--- src/rtl/dshot_pkg.sv ---
// Shared types, constants and the frame builder for the DShot frame pulse encoder.
// Used by every module in rtl/; depends on nothing.

package dshot_pkg;

  localparam int TICK_W  = 10;
  localparam int FRAME_W = 16;
  localparam int CFG_IDX_W = 2;

  // Operation codes of an input item.
  localparam logic OP_SPEED   = 1'b0;
  localparam logic OP_COMMAND = 1'b1;

  // Configuration register indexes.
  localparam logic [CFG_IDX_W-1:0] CFG_SHORT_TICKS = 2'd0;
  localparam logic [CFG_IDX_W-1:0] CFG_LONG_TICKS  = 2'd1;

  localparam logic [TICK_W-1:0] SHORT_TICKS_RST = 10'd44;
  localparam logic [TICK_W-1:0] LONG_TICKS_RST  = 10'd89;

  // Throttle mapping constants.
  localparam logic [15:0] POS_BASE  = 16'd47;
  localparam logic [15:0] POS_LIMIT = 16'd1000;
  localparam logic [10:0] POS_TOP   = 11'd1047;
  localparam logic [15:0] NEG_BASE  = 16'd1048;
  localparam logic [15:0] NEG_LIMIT = 16'd999;
  localparam logic [10:0] NEG_TOP   = 11'd2047;

  typedef struct packed {
    logic               operation;
    logic signed [15:0] speed;
    logic [10:0]        command_code;
  } item_t;

  typedef struct packed {
    logic [TICK_W-1:0] high_ticks;
    logic [TICK_W-1:0] low_ticks;
    logic              bit_value;
    logic              last_pulse;
  } pulse_t;

  typedef struct packed {
    logic               valid;
    logic [FRAME_W-1:0] frame;
  } push_t;

  typedef struct packed {
    logic full;
    logic empty;
  } q_status_t;

  // Builds the 16-bit frame: 11-bit value, telemetry bit, 4-bit checksum.
  function automatic logic [FRAME_W-1:0] build_frame(item_t it);
    logic [15:0] bits;
    logic [15:0] mag;
    logic [10:0] thr;
    logic [11:0] top;
    logic [3:0]  sum;
    bits = it.speed;
    mag  = 16'd0 - bits;
    if (bits == 16'd0) begin
      thr = 11'd0;
    end else if (!bits[15]) begin
      thr = (bits >= POS_LIMIT) ? POS_TOP : 11'(bits + POS_BASE);
    end else begin
      thr = (mag >= NEG_LIMIT) ? NEG_TOP : 11'(mag + NEG_BASE);
    end
    if (it.operation == OP_COMMAND) begin
      top = {it.command_code, 1'b1};
    end else begin
      top = {thr, 1'b0};
    end
    sum = top[11:8] ^ top[7:4] ^ top[3:0];
    return {top, sum};
  endfunction

endpackage

--- src/rtl/dshot_front.sv ---
// Front stage: accepts input beats and registers the finished 16-bit frame.
// Depends on dshot_pkg for the item type and the frame builder.

module dshot_front (
  input  logic                clk,
  input  logic                rst,
  input  logic                item_valid,
  output logic                item_stall,
  input  dshot_pkg::item_t    item,
  input  dshot_pkg::q_status_t q_status,
  output dshot_pkg::push_t    push
);

  logic                          held;
  logic [dshot_pkg::FRAME_W-1:0] frame;

  // The held frame leaves whenever the queue has room, so a new beat can
  // land in the same cycle.
  assign item_stall = held && q_status.full;

  always_ff @(posedge clk) begin
    if (rst) begin
      held <= 1'b0;
    end else if (!item_stall) begin
      held <= item_valid;
    end
  end

  always_ff @(posedge clk) begin
    if (!item_stall && item_valid) begin
      frame <= dshot_pkg::build_frame(item);
    end
  end

  assign push.valid = held && !q_status.full;
  assign push.frame = frame;

endmodule

--- src/rtl/dshot_queue.sv ---
// Short frame queue between the front stage and the pulse serializer.
// Depends on dshot_pkg for the push and status types.

module dshot_queue #(
  parameter int DEPTH = 2
) (
  input  logic                          clk,
  input  logic                          rst,
  input  dshot_pkg::push_t              push,
  input  logic                          pop,
  output logic [dshot_pkg::FRAME_W-1:0] head,
  output dshot_pkg::q_status_t          q_status
);

  localparam int PTR_W = $clog2(DEPTH);
  localparam int CNT_W = $clog2(DEPTH + 1);

  logic [dshot_pkg::FRAME_W-1:0] mem [DEPTH];
  logic [PTR_W-1:0] wr_ptr;
  logic [PTR_W-1:0] rd_ptr;
  logic [CNT_W-1:0] count;

  function automatic logic [PTR_W-1:0] bump(logic [PTR_W-1:0] p);
    return (p == PTR_W'(DEPTH - 1)) ? '0 : p + 1'b1;
  endfunction

  always_ff @(posedge clk) begin
    if (push.valid) begin
      mem[wr_ptr] <= push.frame;
    end
  end

  always_ff @(posedge clk) begin
    if (rst) begin
      wr_ptr <= '0;
      rd_ptr <= '0;
      count  <= '0;
    end else begin
      if (push.valid) begin
        wr_ptr <= bump(wr_ptr);
      end
      if (pop) begin
        rd_ptr <= bump(rd_ptr);
      end
      if (push.valid && !pop) begin
        count <= count + 1'b1;
      end else if (pop && !push.valid) begin
        count <= count - 1'b1;
      end
    end
  end

  assign head           = mem[rd_ptr];
  assign q_status.full  = (count == CNT_W'(DEPTH));
  assign q_status.empty = (count == '0);

endmodule

--- src/rtl/dshot_back.sv ---
// Back stage: shifts each queued frame out MSB first as sixteen pulse beats.
// Depends on dshot_pkg for the pulse and status types.

module dshot_back (
  input  logic                          clk,
  input  logic                          rst,
  input  logic [dshot_pkg::TICK_W-1:0]  short_ticks,
  input  logic [dshot_pkg::TICK_W-1:0]  long_ticks,
  input  logic [dshot_pkg::FRAME_W-1:0] head,
  input  dshot_pkg::q_status_t          q_status,
  output logic                          pop,
  output logic                          pulse_valid,
  input  logic                          pulse_stall,
  output dshot_pkg::pulse_t             pulse
);

  logic                          busy;
  logic [dshot_pkg::FRAME_W-1:0] shreg;
  logic [3:0]                    cnt;
  logic                          advance;
  logic                          emit;
  logic                          emit_bit;
  logic                          emit_last;

  assign advance = !pulse_valid || !pulse_stall;
  assign pop     = advance && !busy && !q_status.empty;
  assign emit    = advance && (busy || !q_status.empty);

  // A fresh frame sends its top bit straight from the queue head.
  assign emit_bit  = busy ? shreg[dshot_pkg::FRAME_W-1] : head[dshot_pkg::FRAME_W-1];
  assign emit_last = busy && (cnt == 4'd15);

  always_ff @(posedge clk) begin
    if (rst) begin
      busy        <= 1'b0;
      cnt         <= 4'd0;
      pulse_valid <= 1'b0;
    end else if (advance) begin
      pulse_valid <= emit;
      if (busy) begin
        cnt <= cnt + 4'd1;
        if (cnt == 4'd15) begin
          busy <= 1'b0;
        end
      end else if (pop) begin
        busy <= 1'b1;
        cnt  <= 4'd1;
      end
    end
  end

  always_ff @(posedge clk) begin
    if (advance) begin
      if (busy) begin
        shreg <= {shreg[dshot_pkg::FRAME_W-2:0], 1'b0};
      end else begin
        shreg <= {head[dshot_pkg::FRAME_W-2:0], 1'b0};
      end
    end
    if (emit) begin
      pulse.high_ticks <= emit_bit ? long_ticks : short_ticks;
      pulse.low_ticks  <= emit_bit ? short_ticks : long_ticks;
      pulse.bit_value  <= emit_bit;
      pulse.last_pulse <= emit_last;
    end
  end

endmodule

--- src/rtl/dshot_frame_pulse_encoder.sv ---
// DShot frame pulse encoder, top level.
// Each input beat carries either a signed speed (operation 0) or a raw 11-bit
// command (operation 1). The block builds the 16-bit frame (value, telemetry
// bit, XOR checksum) and sends it MSB first as sixteen pulse beats, each with
// a high time, a low time, the bit and a flag on the sixteenth pulse.
// Channels use valid/stall; a beat moves on an edge with valid high and stall
// low. Pulse tick lengths come from two registers written through the cfg
// port (index 0 short phase, index 1 long phase); write them only while idle.
// The first pulse of a frame passes the front register, the frame queue and
// the pulse register. The pulse serializer emits one bit per cycle while the
// receiver does not stall; a frame queue and the front register
// let up to QUEUE_DEPTH + 1 frames wait while the serializer is busy.
// When the receiver stalls, the pulse register holds and the serializer
// waits; the input side stalls only once the queue and front register fill.
// Synchronous reset empties all stages and restores ticks to 44 and 89.
// Depends on dshot_pkg, dshot_front, dshot_queue and dshot_back.

module dshot_frame_pulse_encoder #(
  parameter int QUEUE_DEPTH = 2
) (
  input  logic                              clk,
  input  logic                              rst,
  input  logic                              item_valid,
  output logic                              item_stall,
  input  dshot_pkg::item_t                  item,
  output logic                              pulse_valid,
  input  logic                              pulse_stall,
  output dshot_pkg::pulse_t                 pulse,
  input  logic                              cfg_valid,
  output logic                              cfg_ready,
  input  logic [dshot_pkg::CFG_IDX_W-1:0]   cfg_index,
  input  logic [dshot_pkg::TICK_W-1:0]      cfg_data
);

  logic [dshot_pkg::TICK_W-1:0]  short_ticks;
  logic [dshot_pkg::TICK_W-1:0]  long_ticks;
  dshot_pkg::push_t              push;
  dshot_pkg::q_status_t          q_status;
  logic [dshot_pkg::FRAME_W-1:0] head;
  logic                          pop;

  assign cfg_ready = 1'b1;

  always_ff @(posedge clk) begin
    if (rst) begin
      short_ticks <= dshot_pkg::SHORT_TICKS_RST;
      long_ticks  <= dshot_pkg::LONG_TICKS_RST;
    end else if (cfg_valid && cfg_ready) begin
      unique case (cfg_index)
        dshot_pkg::CFG_SHORT_TICKS: short_ticks <= cfg_data;
        dshot_pkg::CFG_LONG_TICKS:  long_ticks  <= cfg_data;
        default: ;
      endcase
    end
  end

  dshot_front u_front (
    .clk        (clk),
    .rst        (rst),
    .item_valid (item_valid),
    .item_stall (item_stall),
    .item       (item),
    .q_status   (q_status),
    .push       (push)
  );

  dshot_queue #(
    .DEPTH (QUEUE_DEPTH)
  ) u_queue (
    .clk      (clk),
    .rst      (rst),
    .push     (push),
    .pop      (pop),
    .head     (head),
    .q_status (q_status)
  );

  dshot_back u_back (
    .clk         (clk),
    .rst         (rst),
    .short_ticks (short_ticks),
    .long_ticks  (long_ticks),
    .head        (head),
    .q_status    (q_status),
    .pop         (pop),
    .pulse_valid (pulse_valid),
    .pulse_stall (pulse_stall),
    .pulse       (pulse)
  );

endmodule
--- config.mk ---
export PLATFORM = sky130hd
export DESIGN_NAME = dshot_frame_pulse_encoder
export DESIGN_NICKNAME = d
export VERILOG_FILES = /design/src/rtl/dshot_pkg.sv /design/src/rtl/dshot_front.sv /design/src/rtl/dshot_queue.sv /design/src/rtl/dshot_back.sv /design/src/rtl/dshot_frame_pulse_encoder.sv
export SDC_FILE = /design/constraint.sdc
export NUM_CORES = 1
export LEC_CHECK = 0
export ABC_AREA = 1
export BUFFER_PORTS_ARGS = -buffer_cell sky130_fd_sc_hd__buf_2
export CORE_ASPECT_RATIO = 1.1
export CORE_MARGIN = 5
export CORE_UTILIZATION = 58
export DETAILED_ROUTE_END_ITERATION = 16
export GPL_ROUTABILITY_DRIVEN = 0
export PLACE_DENSITY = 0.85
export SLEW_MARGIN = 25
export SYNTH_ARGS = -nofsm -noshare
export SYNTH_HDL_FRONTEND = slang
export SYNTH_SLANG_ARGS = --single-unit
--- constraint.sdc ---
create_clock -name clk -period 3.7 [get_ports clk]
set_clock_uncertainty 0.15 [all_clocks]
set_input_delay 0.555 -clock clk [delete_from_list [all_inputs] [get_ports clk]]
set_output_delay 0.555 -clock clk [all_outputs]
set_load 0.1 [all_outputs]
==> impl_metrics.csv, run 1 <==
group,metric,value,unit
power_and_ir_drop,net-switching-power,2240,uW
clock_network,cts_made_buffers,17,
critical_path,worst-r2r-setup-slack,1190,ps
logic_synthesis,synth.top_cells.by_area,"sky130_fd_sc_hd__edfxtp_1 47%, sky130_fd_sc_hd__dfxtp_1 12%, sky130_fd_sc_hd__nand2_1 11%, sky130_fd_sc_hd__a21oi_1 4.8%, sky130_fd_sc_hd__nor2_1 4.7%",
route,post_drt_wl_per_cell,14.6,um
cells_and_area,layout-area-overhead-vs-synth,17.9,%
power_and_ir_drop,clock_power_share,25.9,%
sta,total_count_of_max_transition_violations_in_the_final_report,0,
power_and_ir_drop,pwr-share-seq,36.8,%
clock_network,cts_max_level,4,
grt,antenna_found_initial,0,
logic_synthesis,ys_warn_count,0,
clock_network,post_cts_buffers,0,
grt,grt.total_usage,22.6,%
cells_and_area,area.sequential,0.00319,sq mm
critical_path,worst_setup_path_end_kind,"flip-flop",
clock_network,clock_tree.buffer_depth,2,
logic_synthesis,synth.largest_area_cell,"sky130_fd_sc_hd__edfxtp_1",
floorplan,fp.dieW,103,um
floorplan,starting_density_of_the_core,58.9,%
clock_network,clock-root-buffer,"sky130_fd_sc_hd__clkbuf_8",
placement,io_buffers,68,
sta,min_period,2540,ps
sta,final_min_period_over_clock_period,68.7,%
cells_and_area,final-instance-count-excl-fill,828,
placement,dp.final_hpwl,8440,um
route,number_of_drc_violations_after_detailed_routing,0,
logic_synthesis,post-synth-top-area-fraction,46.6,%
critical_path,cp_startpoint_kind,"input pin",
logic_synthesis,synthesis.instances,621,
route,via_per_inst,5.55,
placement,dp.cells,796,
route,routed_wirelength,12100,um
route,detailedRoute.firstPassIterationCount,7,
power_and_ir_drop,totalPowerFinal,5310,uW
logic_synthesis,postSynthNetCount,671,
critical_path,crit_required,3820,ps
sta,fin_tns_setup,0,ps
floorplan,die-area,0.0115,sq mm
power_and_ir_drop,pwr_density_cell,823,mW/mm^2
floorplan,chipHeight,112,um
grt,grt_start_max_net_pins,27,
min_path,worst_hold_path_type,"input pin to flip-flop",
floorplan,floorplan.rows,37,
run_status,run_status,"complete, no violations",
cells_and_area,drive_gt1_share,17.6,%
power_and_ir_drop,cell_internal_pwr,3070,uW
grt,grt_remaining_overflow,0,
critical_path,worst-r2r-cell-count,7,
min_path,timing.hold.worst.start,"cfg_data[0]",
logic_synthesis,synthesis.area,0.00548,sq mm
sta,setup_violations,0,
clock_network,cts_tree,"done",
clock_network,total_of_cells_resized_after_clock_tree_synthesis,0,
critical_path,arrival,2660,ps
min_path,worst_hold_path.num_cells,3,
grt,grt_pass1_vias,4431,
power_and_ir_drop,power.share.combinational,37.3,%
power_and_ir_drop,p_leak,0.00280,uW
power_and_ir_drop,vdd.ir_drop.worst,0.390,mV
cells_and_area,multi_input_area,0.00196,sq mm
route,final_antenna_net_count,0,
power_and_ir_drop,netSwitchingFraction,42.2,%
sta,tightest_slew,709,ps
floorplan,core_area,0.00931,sq mm
logic_synthesis,synth_sequential_area_ratio,58.3,%
cells_and_area,diodes,0,
logic_synthesis,postSynthRegisterBits,117,
clock_network,clk_pin_slew_worst_paths,50,ps
critical_path,crit_type,"input pin to flip-flop",
grt,grt_pass1_wl,20300,um
clock_network,cts.sink_count,117,
sta,setup_repair_after_global_routing_missed_its_margin,"false",
clock_network,clkLatencyLatePin,520,ps
floorplan,io_pins,70,
logic_synthesis,postSynthAreaPerCell,8.82,sq um
min_path,holdPathEnd,"long_ticks[0]",
sta,hold_ws,127,ps
critical_path,crit_path_max_fanout,5,
critical_path,critical_register_to_register_path_endpoint,"u_back.pulse[11]",
sta,timing.final.hold_violations,0,
cells_and_area,number_of_inserted_filler_cells_in_the_final_layout,656,
cells_and_area,design.final.nets,748,
route,dr_total_vias,4597,
sta,clock.fmax,394,MHz
flow_run,maxCapViolations,0,
logic_synthesis,synth.distinct_cells,34,
clock_network,cts_hold_repair.buffers,0,
sta,timing.max_slew.rel_slack,52.6,%
route,drtIter0Drc,423,
[synth_stat cells]
library cell and count:
sky130_fd_sc_hd__nand2_1 156, sky130_fd_sc_hd__edfxtp_1 85, sky130_fd_sc_hd__nor2_1 68, sky130_fd_sc_hd__inv_1 60
sky130_fd_sc_hd__a21oi_1 53, sky130_fd_sc_hd__o21ai_0 46, sky130_fd_sc_hd__nand3_1 40, sky130_fd_sc_hd__dfxtp_1 32
sky130_fd_sc_hd__clkbuf_1 14, sky130_fd_sc_hd__nand2_2 10, sky130_fd_sc_hd__nor2_2 7, sky130_fd_sc_hd__ha_1 5
sky130_fd_sc_hd__nand4_1 5, sky130_fd_sc_hd__xor2_1 5, sky130_fd_sc_hd__clkinv_1 4, sky130_fd_sc_hd__o211ai_1 4
sky130_fd_sc_hd__o21ai_1 4, sky130_fd_sc_hd__nor2_4 3, sky130_fd_sc_hd__nor3_1 3, sky130_fd_sc_hd__a31oi_1 2
sky130_fd_sc_hd__inv_2 2, sky130_fd_sc_hd__a21boi_0 1, sky130_fd_sc_hd__a21boi_1 1, sky130_fd_sc_hd__and2_1 1
sky130_fd_sc_hd__buf_1 1, sky130_fd_sc_hd__buf_2 1, sky130_fd_sc_hd__buf_4 1, sky130_fd_sc_hd__buf_6 1
sky130_fd_sc_hd__conb_1 1, sky130_fd_sc_hd__o21ai_2 1, sky130_fd_sc_hd__o21bai_1 1, sky130_fd_sc_hd__o31ai_1 1
sky130_fd_sc_hd__or2_2 1, sky130_fd_sc_hd__xnor2_1 1
[metrics by stage]
stage,instance area (sq um),util (%),setup WS [ps]
after floorplan,5480,-,192
after global placement,5950,63.9,782
after detailed placement,5950,63.9,663
after CTS,6450,69.4,1200
after global routing,6450,69.4,870
final,6450,69.4,1160
[kinds of logic (layout without fill, tap and decap cells)]
logic type | count (synthesis) | count (layout) | share of synthesized area [%]
AOI/OAI and AO/OA | 114 | 114 | 10.9
xor gates and xnor gates | 6 | 6 | 0.960
adders and majority gates | 5 | 5 | 1.14
buffers and inverters | 84 | 174 | 5.99
DFF | 117 | 117 | 58.3
other | 1 | 1 | 0.0685
and+or+nand+nor | 294 | 294 | 22.6
[how the worst max path moves through the flow]
| stage | slack, ps | endpoint | startpoint | cells past startpoint |
|---|---|---|---|---|
| 2_1_floorplan | 190 | u_front.frame[0] | u_queue.count[1] | 5 |
| 3_3_place_gp | 780 | u_front.frame[2] | item[11] | 21 |
| 3_5_place_dp | 660 | u_front.frame[2] | item[11] | 21 |
| 4_1_cts | 1200 | u_front.frame[2] | item[11] | 21 |
| 5_1_grt | 870 | u_front.frame[2] | item[11] | 21 |
| 6_report | 1160 | u_front.frame[2] | item[11] | 21 |
[registers in the layout (all words and copies together) (netlist names), named ones only]
signal,count
short_ticks,10
u_queue.rd_ptr,1
u_queue.count,2
long_ticks,10
u_front.held,1
u_back.cnt,4
u_back.pulse,22
u_queue.mem,32
u_queue.wr_ptr,1
u_front.frame,16
u_back.shreg,15
u_back.busy,1
u_back.pulse_valid,1
[power by group through the flow]
stage,sequential [uW],clock (uW),combinational (uW)
2_1_floorplan,2910,0,634
3_3_place_gp,1960,0,1910
3_5_place_dp,1970,0,1960
4_1_cts,1950,1400,1980
5_1_grt,1980,1460,2110
6_report,1950,1380,1980
[cell usage in the layout, fill, tap and decap left out, types with 3 or more instances in the layout]
| cell | instances |
|---|---|
| sky130_fd_sc_hd__a21oi_1 | 52 |
| sky130_fd_sc_hd__buf_2 | 68 |
| sky130_fd_sc_hd__inv_1 | 60 |
| sky130_fd_sc_hd__o21ai_0 | 46 |
| sky130_fd_sc_hd__o211ai_1 | 4 |
| sky130_fd_sc_hd__buf_4 | 8 |
| sky130_fd_sc_hd__nand4_1 | 5 |
| sky130_fd_sc_hd__clkinv_1 | 4 |
| sky130_fd_sc_hd__nor2_2 | 7 |
| sky130_fd_sc_hd__nand3_1 | 40 |
| sky130_fd_sc_hd__nor3_1 | 3 |
| sky130_fd_sc_hd__xor2_1 | 5 |
| sky130_fd_sc_hd__ha_1 | 5 |
| sky130_fd_sc_hd__nor2_1 | 68 |
| sky130_fd_sc_hd__dfxtp_1 | 32 |
| sky130_fd_sc_hd__nand2_1 | 156 |
| sky130_fd_sc_hd__nor2_4 | 3 |
| sky130_fd_sc_hd__o21ai_1 | 4 |
| sky130_fd_sc_hd__edfxtp_1 | 85 |
| sky130_fd_sc_hd__clkbuf_16 | 17 |
| sky130_fd_sc_hd__clkinv_2 | 5 |
| sky130_fd_sc_hd__clkbuf_1 | 8 |
| sky130_fd_sc_hd__nand2_2 | 10 |
[layout make-up]
type                    instances  share of cell area [%]
clock buffers                  27                    7.48
clock inverters                 5                   0.388
inverters                      66                    3.84
well taps                     117                    2.27
multi-input cells             420                    30.4
repair buffers                 76                    6.20
flip-flops and latches        117                    49.5
[metal layers]
layer | vias to the layer above | part of all wire [%] | track usage, %
met5 | - | 0 | 0
met3 | 32 | 8.0 | 5.89
met1 | 2101 | 38 | 27.6
met4 | 0 | 3.0 | 11.3
met2 | 250 | 51 | 36.5
li1 | 2214 | - | -
[worst max-delay path, cell delays in order]
cell and delay [ps]:
sky130_fd_sc_hd__buf_2 110, sky130_fd_sc_hd__inv_1 120, sky130_fd_sc_hd__ha_1 220, sky130_fd_sc_hd__nand2_1 130, sky130_fd_sc_hd__nand2_1 120, sky130_fd_sc_hd__o21ai_1 130
sky130_fd_sc_hd__ha_1 220, sky130_fd_sc_hd__inv_1 80, sky130_fd_sc_hd__nand3_1 70, sky130_fd_sc_hd__nor2_1 200, sky130_fd_sc_hd__nand3_1 110, sky130_fd_sc_hd__nand2_1 60
sky130_fd_sc_hd__nor2_1 40, sky130_fd_sc_hd__nor2_1 80, sky130_fd_sc_hd__nand2_1 60, sky130_fd_sc_hd__nand2_2 70, sky130_fd_sc_hd__nand2_2 60, sky130_fd_sc_hd__nand2_1 70
sky130_fd_sc_hd__nand2_1 50, sky130_fd_sc_hd__nand2_1 50, sky130_fd_sc_hd__nand2_1 40
No activity file was read; power rests on OpenSTA's default activity.
==> run 2, diff against run 1 <==
--- a/config.mk
+++ b/config.mk
@@ -9,10 +9,10 @@
 export BUFFER_PORTS_ARGS = -buffer_cell sky130_fd_sc_hd__buf_2
 export CORE_ASPECT_RATIO = 1.1
 export CORE_MARGIN = 5
-export CORE_UTILIZATION = 58
+export CORE_UTILIZATION = 52
 export DETAILED_ROUTE_END_ITERATION = 16
 export GPL_ROUTABILITY_DRIVEN = 0
-export PLACE_DENSITY = 0.85
+export PLACE_DENSITY = 0.81
 export SLEW_MARGIN = 25
 export SYNTH_ARGS = -nofsm -noshare
 export SYNTH_HDL_FRONTEND = slang
==> constraint.sdc (replaced) <==
create_clock -name clk -period 2.2 [get_ports clk]
set_clock_uncertainty 0.15 [all_clocks]
set_input_delay 0.33 -clock clk [delete_from_list [all_inputs] [get_ports clk]]
set_output_delay 0.33 -clock clk [all_outputs]
set_load 0.1 [all_outputs]
==> run 2 against run 1 <==
Global-route usage is 0.28 points higher. Register-to-register slack worse by 1000 ps. Cell count is 9.8% higher. Total power is 82% higher.
==> impl_metrics.csv, run 2 (synthesized netlist as in run 1, its figures left out) <==
group,metric,value,unit
power_and_ir_drop,pwr-share-seq,34.3,%
run_status,run_status,"complete, no violations",
route,detailedRoute.firstPassIterationCount,6,
power_and_ir_drop,clock_power_share,29.3,%
power_and_ir_drop,power.share.combinational,36.4,%
grt,grt_start_max_net_pins,22,
cells_and_area,commonest_non_fill_non_tap_cells_in_the_layout,"146 x sky130_fd_sc_hd__nand2_1, 85 x sky130_fd_sc_hd__edfxtp_1, 66 x sky130_fd_sc_hd__buf_2, 63 x sky130_fd_sc_hd__nor2_1, 61 x sky130_fd_sc_hd__buf_4",
sta,timing.final.hold_violations,0,
cells_and_area,largest_registers,"u_queue.mem: 32 flops, u_back.pulse: 22 flops, u_front.frame: 16 flops",
sta,setup_violations,0,
sta,final_min_period_over_clock_period,97.6,%
cells_and_area,largest_reg_flops,32,
cells_and_area,most_common_cell_after_layout_fill_and_taps_aside,"sky130_fd_sc_hd__nand2_1",
cells_and_area,post-route-util,69.6,%
sta,clock.fmax,466,MHz
cells_and_area,layout-area-overhead-vs-synth,31.5,%
clock_network,clkLatencyLatePin,410,ps
flow_run,maxCapViolations,0,
floorplan,fp.dieW,108,um
floorplan,chipHeight,118,um
placement,dp.cells,875,
grt,grt.total_usage,22.9,%
critical_path,crit_type,"input pin to flip-flop",
cells_and_area,register_containing_the_most_flip_flops_in_the_final_layout,"u_queue.mem",
grt,antenna_found_initial,0,
placement,io_buffers,68,
cells_and_area,number_of_inserted_filler_cells_in_the_final_layout,725,
cells_and_area,drive_gt1_share,28.3,%
power_and_ir_drop,pwr_density_cell,1340,mW/mm^2
power_and_ir_drop,net-switching-power,3970,uW
critical_path,rr_startpoint,"u_back.busy",
sta,tightest_slew,624,ps
floorplan,io_pins,70,
power_and_ir_drop,cell_internal_pwr,5710,uW
critical_path,crit_start,"item[11]",
floorplan,floorplan.rows,39,
critical_path,crit_required,2220,ps
critical_path,cp_startpoint_kind,"input pin",
clock_network,cts_made_buffers,17,
power_and_ir_drop,netSwitchingFraction,41.0,%
min_path,worst_hold_path_type,"input pin to flip-flop",
cells_and_area,stdcell_area,0.00720,sq mm
clock_network,clock_tree.buffer_depth,2,
clock_network,clock-root-buffer,"sky130_fd_sc_hd__clkbuf_16",
clock_network,cts_max_level,4,
route,post_drt_wl_per_cell,15.3,um
power_and_ir_drop,vdd.ir_drop.worst,1.32,mV
power_and_ir_drop,p_leak,0.00313,uW
sta,total_count_of_max_transition_violations_in_the_final_report,0,
floorplan,die-area,0.0127,sq mm
clock_network,clk_pin_slew_worst_paths,50,ps
min_path,timing.hold.worst.start,"cfg_data[4]",
placement,postPlaceCellArea,0.00648,sq mm
route,number_of_drc_violations_after_detailed_routing,0,
clock_network,cts.sink_count,117,
route,dr_total_vias,4880,
cells_and_area,final-instance-count-excl-fill,909,
placement,dp.final_hpwl,9570,um
sta,timing.max_slew.rel_slack,58.4,%
floorplan,starting_density_of_the_core,52.9,%
critical_path,worst-r2r-setup-slack,170,ps
grt,grt_pass1_vias,4962,
floorplan,core_area,0.0103,sq mm
critical_path,arrival,2160,ps
route,routed_wirelength,13900,um
critical_path,crit_path_max_fanout,4,
critical_path,worst_setup_path_end_kind,"flip-flop",
sta,min_period,2150,ps
clock_network,cts_tree,"done",
route,via_per_inst,5.37,
cells_and_area,diodes,0,
grt,grt_pass1_wl,23100,um
route,drtIter0Drc,342,
grt,grt_remaining_overflow,0,
route,final_antenna_net_count,0,
sta,setup_repair_after_global_routing_missed_its_margin,"true",
cells_and_area,design.final.nets,803,
==> run 2: timing repair <==
| action | CTS | global route |
|---|---|---|
| setup endpoints to repair | 0 | 8 |
| hold buffers | 0 | 0 |
| endpoints found under the hold margin | 0 | 0 |
| resized for setup | 0 | 30 |
| setup buffers | 0 | 2 |
==> run 2: final timing paths <==
path                            end  depth (start not counted)
hold reg to reg   u_queue.mem[1][3]                          0
hold / removal        long_ticks[4]                          3
setup reg to reg      u_back.cnt[3]                          5
setup / recovery   u_front.frame[2]                         21
==> run 2: metrics by stage <==
stage	TNS (ps)	hold WS, ps	setup slack [ps]	total power [uW]
floorplan	-22.0	249	-22.0	6000
global placement	-1910	274	-266	6670
detailed placement	-3070	287	-379	6780
CTS	0	3.73	31.2	9670
global route	-77.7	30.3	-64.8	10100
finish	0	16.7	52.5	9680
==> run 2: layer usage <==
| metal | global-route usage, % | share of wire [%] | vias up |
|---|---|---|---|
| met4 | 13.1 | 4.6 | 0 |
| li1 | - | - | 2333 |
| met3 | 4.72 | 6.2 | 72 |
| met1 | 25.8 | 38 | 2221 |
| met5 | 0 | 0 | - |
| met2 | 39.5 | 52 | 254 |
==> run 2: layout make-up <==
| cell class | instances | area [sq um] | area share (%) |
|---|---|---|---|
| Clock buffer | 18 | 429 | 5.96 |
| Clock inverter | 14 | 185 | 2.57 |
| Inverter | 66 | 273 | 3.79 |
| Multi-Input combinational cell | 420 | 2090 | 29.0 |
| Sequential cell | 117 | 3190 | 44.4 |
| Tap cell | 143 | 179 | 2.48 |
| Timing Repair Buffer | 131 | 851 | 11.8 |
==> run 2: worst max-delay path, cell delays in order <==
cell	delay (ps)
sky130_fd_sc_hd__buf_12	110
sky130_fd_sc_hd__inv_12	50
sky130_fd_sc_hd__ha_4	150
sky130_fd_sc_hd__inv_2	40
sky130_fd_sc_hd__nor2_2	90
sky130_fd_sc_hd__inv_1	60
sky130_fd_sc_hd__o21ai_2	170
sky130_fd_sc_hd__ha_2	200
sky130_fd_sc_hd__inv_2	40
sky130_fd_sc_hd__nand3_2	80
sky130_fd_sc_hd__nor2_4	50
sky130_fd_sc_hd__nand3_1	70
sky130_fd_sc_hd__nand2_1	70
sky130_fd_sc_hd__nor2_2	140
sky130_fd_sc_hd__nor2_1	50
sky130_fd_sc_hd__nand2_1	70
sky130_fd_sc_hd__nand2_2	70
sky130_fd_sc_hd__nand2_2	70
sky130_fd_sc_hd__nand2_2	60
sky130_fd_sc_hd__nand3_1	100
sky130_fd_sc_hd__nand2_1	70
==> run 2: power by group through the flow <==
stage / Clock (uW) / Sequential [uW] / Combinational, uW
after detailed placement: 0 / 3350 / 3430
after CTS: 2850 / 3320 / 3500
after global placement: 0 / 3320 / 3350
after floorplan: 0 / 4890 / 1100
after global routing: 2960 / 3370 / 3740
final: 2840 / 3320 / 3520
==> run 3, diff against run 2 <==
--- a/config.mk
+++ b/config.mk
@@ -6,13 +6,13 @@
 export NUM_CORES = 1
 export LEC_CHECK = 0
 export ABC_AREA = 1
-export BUFFER_PORTS_ARGS = -buffer_cell sky130_fd_sc_hd__buf_2
+export BUFFER_PORTS_ARGS = -buffer_cell sky130_fd_sc_hd__buf_4
 export CORE_ASPECT_RATIO = 1.1
 export CORE_MARGIN = 5
-export CORE_UTILIZATION = 52
+export CORE_UTILIZATION = 58
 export DETAILED_ROUTE_END_ITERATION = 16
 export GPL_ROUTABILITY_DRIVEN = 0
-export PLACE_DENSITY = 0.81
+export PLACE_DENSITY = 0.85
 export SLEW_MARGIN = 25
 export SYNTH_ARGS = -nofsm -noshare
 export SYNTH_HDL_FRONTEND = slang
==> constraint.sdc (replaced) <==
create_clock -name clk -period 2.1 [get_ports clk]
set_clock_uncertainty 0.15 [all_clocks]
set_input_delay 0.315 -clock clk [delete_from_list [all_inputs] [get_ports clk]]
set_output_delay 0.315 -clock clk [all_outputs]
set_load 0.1 [all_outputs]
==> run 3 against run 2 <==
Sequential share of layout area decreased by 1.3 points. The flow now finishes with violations (setup timing). Critical path type unchanged. Cell count decreased by 0.99%. Register-to-register slack got worse by 50 ps.
==> impl_metrics.csv, run 3 (synthesized netlist as in run 1, its figures left out) <==
group,metric,value,unit
floorplan,floorplan.rows,37,
cells_and_area,number_of_inserted_filler_cells_in_the_final_layout,496,
placement,dp.final_hpwl,9600,um
route,drtIter0Drc,527,
grt,grt_pass1_wl,25000,um
min_path,worst_hold_path_type,"input pin to flip-flop",
critical_path,crit_required,2220,ps
cells_and_area,drive_gt1_share,28.1,%
placement,io_buffers,68,
power_and_ir_drop,power.share.combinational,40.0,%
sta,timing.max_slew.rel_slack,58.7,%
run_status,run_status,"finished, violations left",
power_and_ir_drop,pwr-share-seq,35.2,%
power_and_ir_drop,vdd.ir_drop.worst,0.682,mV
route,via_per_inst,5.88,
cells_and_area,register_containing_the_most_flip_flops_in_the_final_layout,"u_queue.mem",
cells_and_area,most_common_cell_after_layout_fill_and_taps_aside,"sky130_fd_sc_hd__nand2_1",
route,post_drt_wl_per_cell,18.1,um
critical_path,crit_start,"item[12]",
power_and_ir_drop,p_leak,0.00323,uW
power_and_ir_drop,net-switching-power,4270,uW
run_status,violations,"setup timing",
power_and_ir_drop,cell_internal_pwr,5710,uW
cells_and_area,layout-area-overhead-vs-synth,35.4,%
clock_network,clock-root-buffer,"sky130_fd_sc_hd__clkbuf_8",
floorplan,fp.dieW,103,um
clock_network,clkLatencyLatePin,530,ps
floorplan,starting_density_of_the_core,58.9,%
grt,grt_pass1_vias,5156,
cells_and_area,largest_registers,"u_queue.mem: 32 flops, u_back.pulse: 22 flops, u_front.frame: 16 flops",
power_and_ir_drop,netSwitchingFraction,42.8,%
critical_path,rr_startpoint,"u_queue.count[0]",
grt,grt.total_usage,28.2,%
sta,clock.fmax,474,MHz
clock_network,clock_tree.buffer_depth,2,
sta,setup_repair_after_global_routing_missed_its_margin,"true",
critical_path,arrival,2240,ps
sta,layout_setup_ws,-10.8,ps
sta,total_count_of_max_transition_violations_in_the_final_report,0,
critical_path,crit_path_max_fanout,4,
grt,grt_remaining_overflow,0,
clock_network,cts_made_buffers,17,
power_and_ir_drop,pwr_density_cell,1350,mW/mm^2
floorplan,chipHeight,112,um
grt,antenna_found_initial,0,
route,number_of_drc_violations_after_detailed_routing,0,
clock_network,cts_max_level,4,
route,routed_wirelength,16300,um
placement,place_worst_setup_slack,-496,ps
sta,timing.final.hold_violations,0,
critical_path,worst-r2r-cell-count,7,
critical_path,critical_register_to_register_path_endpoint,"u_queue.count[1]",
cells_and_area,commonest_non_fill_non_tap_cells_in_the_layout,"146 x sky130_fd_sc_hd__nand2_1, 131 x sky130_fd_sc_hd__buf_4, 85 x sky130_fd_sc_hd__edfxtp_1, 60 x sky130_fd_sc_hd__nor2_1, 54 x sky130_fd_sc_hd__inv_1",
critical_path,worst-r2r-setup-slack,120,ps
clock_network,cts.sink_count,117,
sta,setup_violations,2,
cells_and_area,largest_reg_flops,32,
critical_path,critPathCapture,"u_front.frame[3]",
cells_and_area,diodes,0,
placement,postPlaceCellArea,0.00661,sq mm
flow_run,maxCapViolations,0,
sta,min_period,2110,ps
sta,tightest_slew,618,ps
critical_path,crit_type,"input pin to flip-flop",
clock_network,clk_pin_slew_worst_paths,50,ps
floorplan,io_pins,70,
route,detailedRoute.firstPassIterationCount,6,
cells_and_area,stdcell_area,0.00742,sq mm
route,final_antenna_net_count,0,
floorplan,die-area,0.0115,sq mm
floorplan,core_area,0.00931,sq mm
grt,grt_start_max_net_pins,22,
clock_network,cts_tree,"done",
critical_path,cp_startpoint_kind,"input pin",
cells_and_area,design.final.nets,820,
critical_path,worst_setup_path_end_kind,"flip-flop",
power_and_ir_drop,clock_power_share,24.7,%
sta,final_min_period_over_clock_period,101,%
route,dr_total_vias,5293,
-- run 3: power by group through the flow --
stage / clock, uW / sequential [uW] / combinational, uW
floorplan: 0 / 5130 / 1160
global placement: 0 / 3480 / 3640
detailed placement: 0 / 3520 / 3750
CTS: 2450 / 3500 / 3870
global route: 2590 / 3550 / 4200
finish: 2470 / 3520 / 4000
-- run 3: layer usage --
layer,vias to the layer above,GRT usage [%],routed length [um],part of all wire (%)
met5,-,0,0,0
met4,0,18.3,983,6.0
met3,94,6.20,1440,8.8
met2,400,46.8,8290,51
met1,2433,32.1,5620,34
li1,2366,-,-,-
-- run 3: cell type report --
type	count	area (sq um)	share of cell area (%)
multi-input combinational	420	2140	28.8
sequential	117	3200	43.1
clock buffer	26	478	6.44
clock inverter	6	27.5	0.371
inverter	66	279	3.76
timing repair buffer	148	1150	15.6
tap	117	146	1.97
-- run 3: how the worst min path moves through the flow --
stage                           startpoint           endpoint  slack [ps]  cells after the start
after floorplan                        rst        u_back.busy         230                      1
after global placement    u_front.frame[5]  u_queue.mem[0][5]         270                      0
after detailed placement  u_front.frame[2]  u_queue.mem[1][2]         280                      0
after CTS                          item[1]   u_front.frame[6]          10                      3
after global routing              item[27]   u_front.frame[4]          50                      2
final                             item[10]  u_front.frame[15]          50                      3
-- run 3: worst max-delay path, cell delays in order --
cell and delay, ps:
sky130_fd_sc_hd__buf_4 150, sky130_fd_sc_hd__inv_12 60, sky130_fd_sc_hd__buf_4 110, sky130_fd_sc_hd__nand2_1 60, sky130_fd_sc_hd__nor2_1 160, sky130_fd_sc_hd__nand2_1 110
sky130_fd_sc_hd__nand2_1 110, sky130_fd_sc_hd__buf_4 150, sky130_fd_sc_hd__nand3_2 100, sky130_fd_sc_hd__nand3_1 110, sky130_fd_sc_hd__nor2_1 50, sky130_fd_sc_hd__nor2_2 170
sky130_fd_sc_hd__nand3_1 90, sky130_fd_sc_hd__nand2_1 90, sky130_fd_sc_hd__nand2_1 80, sky130_fd_sc_hd__nand2_1 110, sky130_fd_sc_hd__nand2_1 60, sky130_fd_sc_hd__nand2_1 80
sky130_fd_sc_hd__nand2_1 60
-- run 3: through the flow --
step / utilization [%] / total power, uW / std cells / hold slack (ps) / TNS [ps]
finish: 79.7 / 9980 / 900 / 49.1 / -12.9
global route: 79.7 / 10300 / 900 / 50.8 / -322
CTS: 78.2 / 9820 / 898 / 10.6 / 0
detailed placement: 71.1 / 7270 / 850 / 285 / -5200
global placement: 71.1 / 7130 / 850 / 275 / -3490
floorplan: - / 6290 / 621 / 234 / -107
-- run 3: timing repair --
| item | CTS | global route |
|---|---|---|
| hold buffers | 16 | 0 |
| endpoints found under the setup margin | 0 | 17 |
| buffers inserted | 0 | 2 |
| resized for setup | 0 | 34 |
| hold endpoints to repair | 27 | 0 |
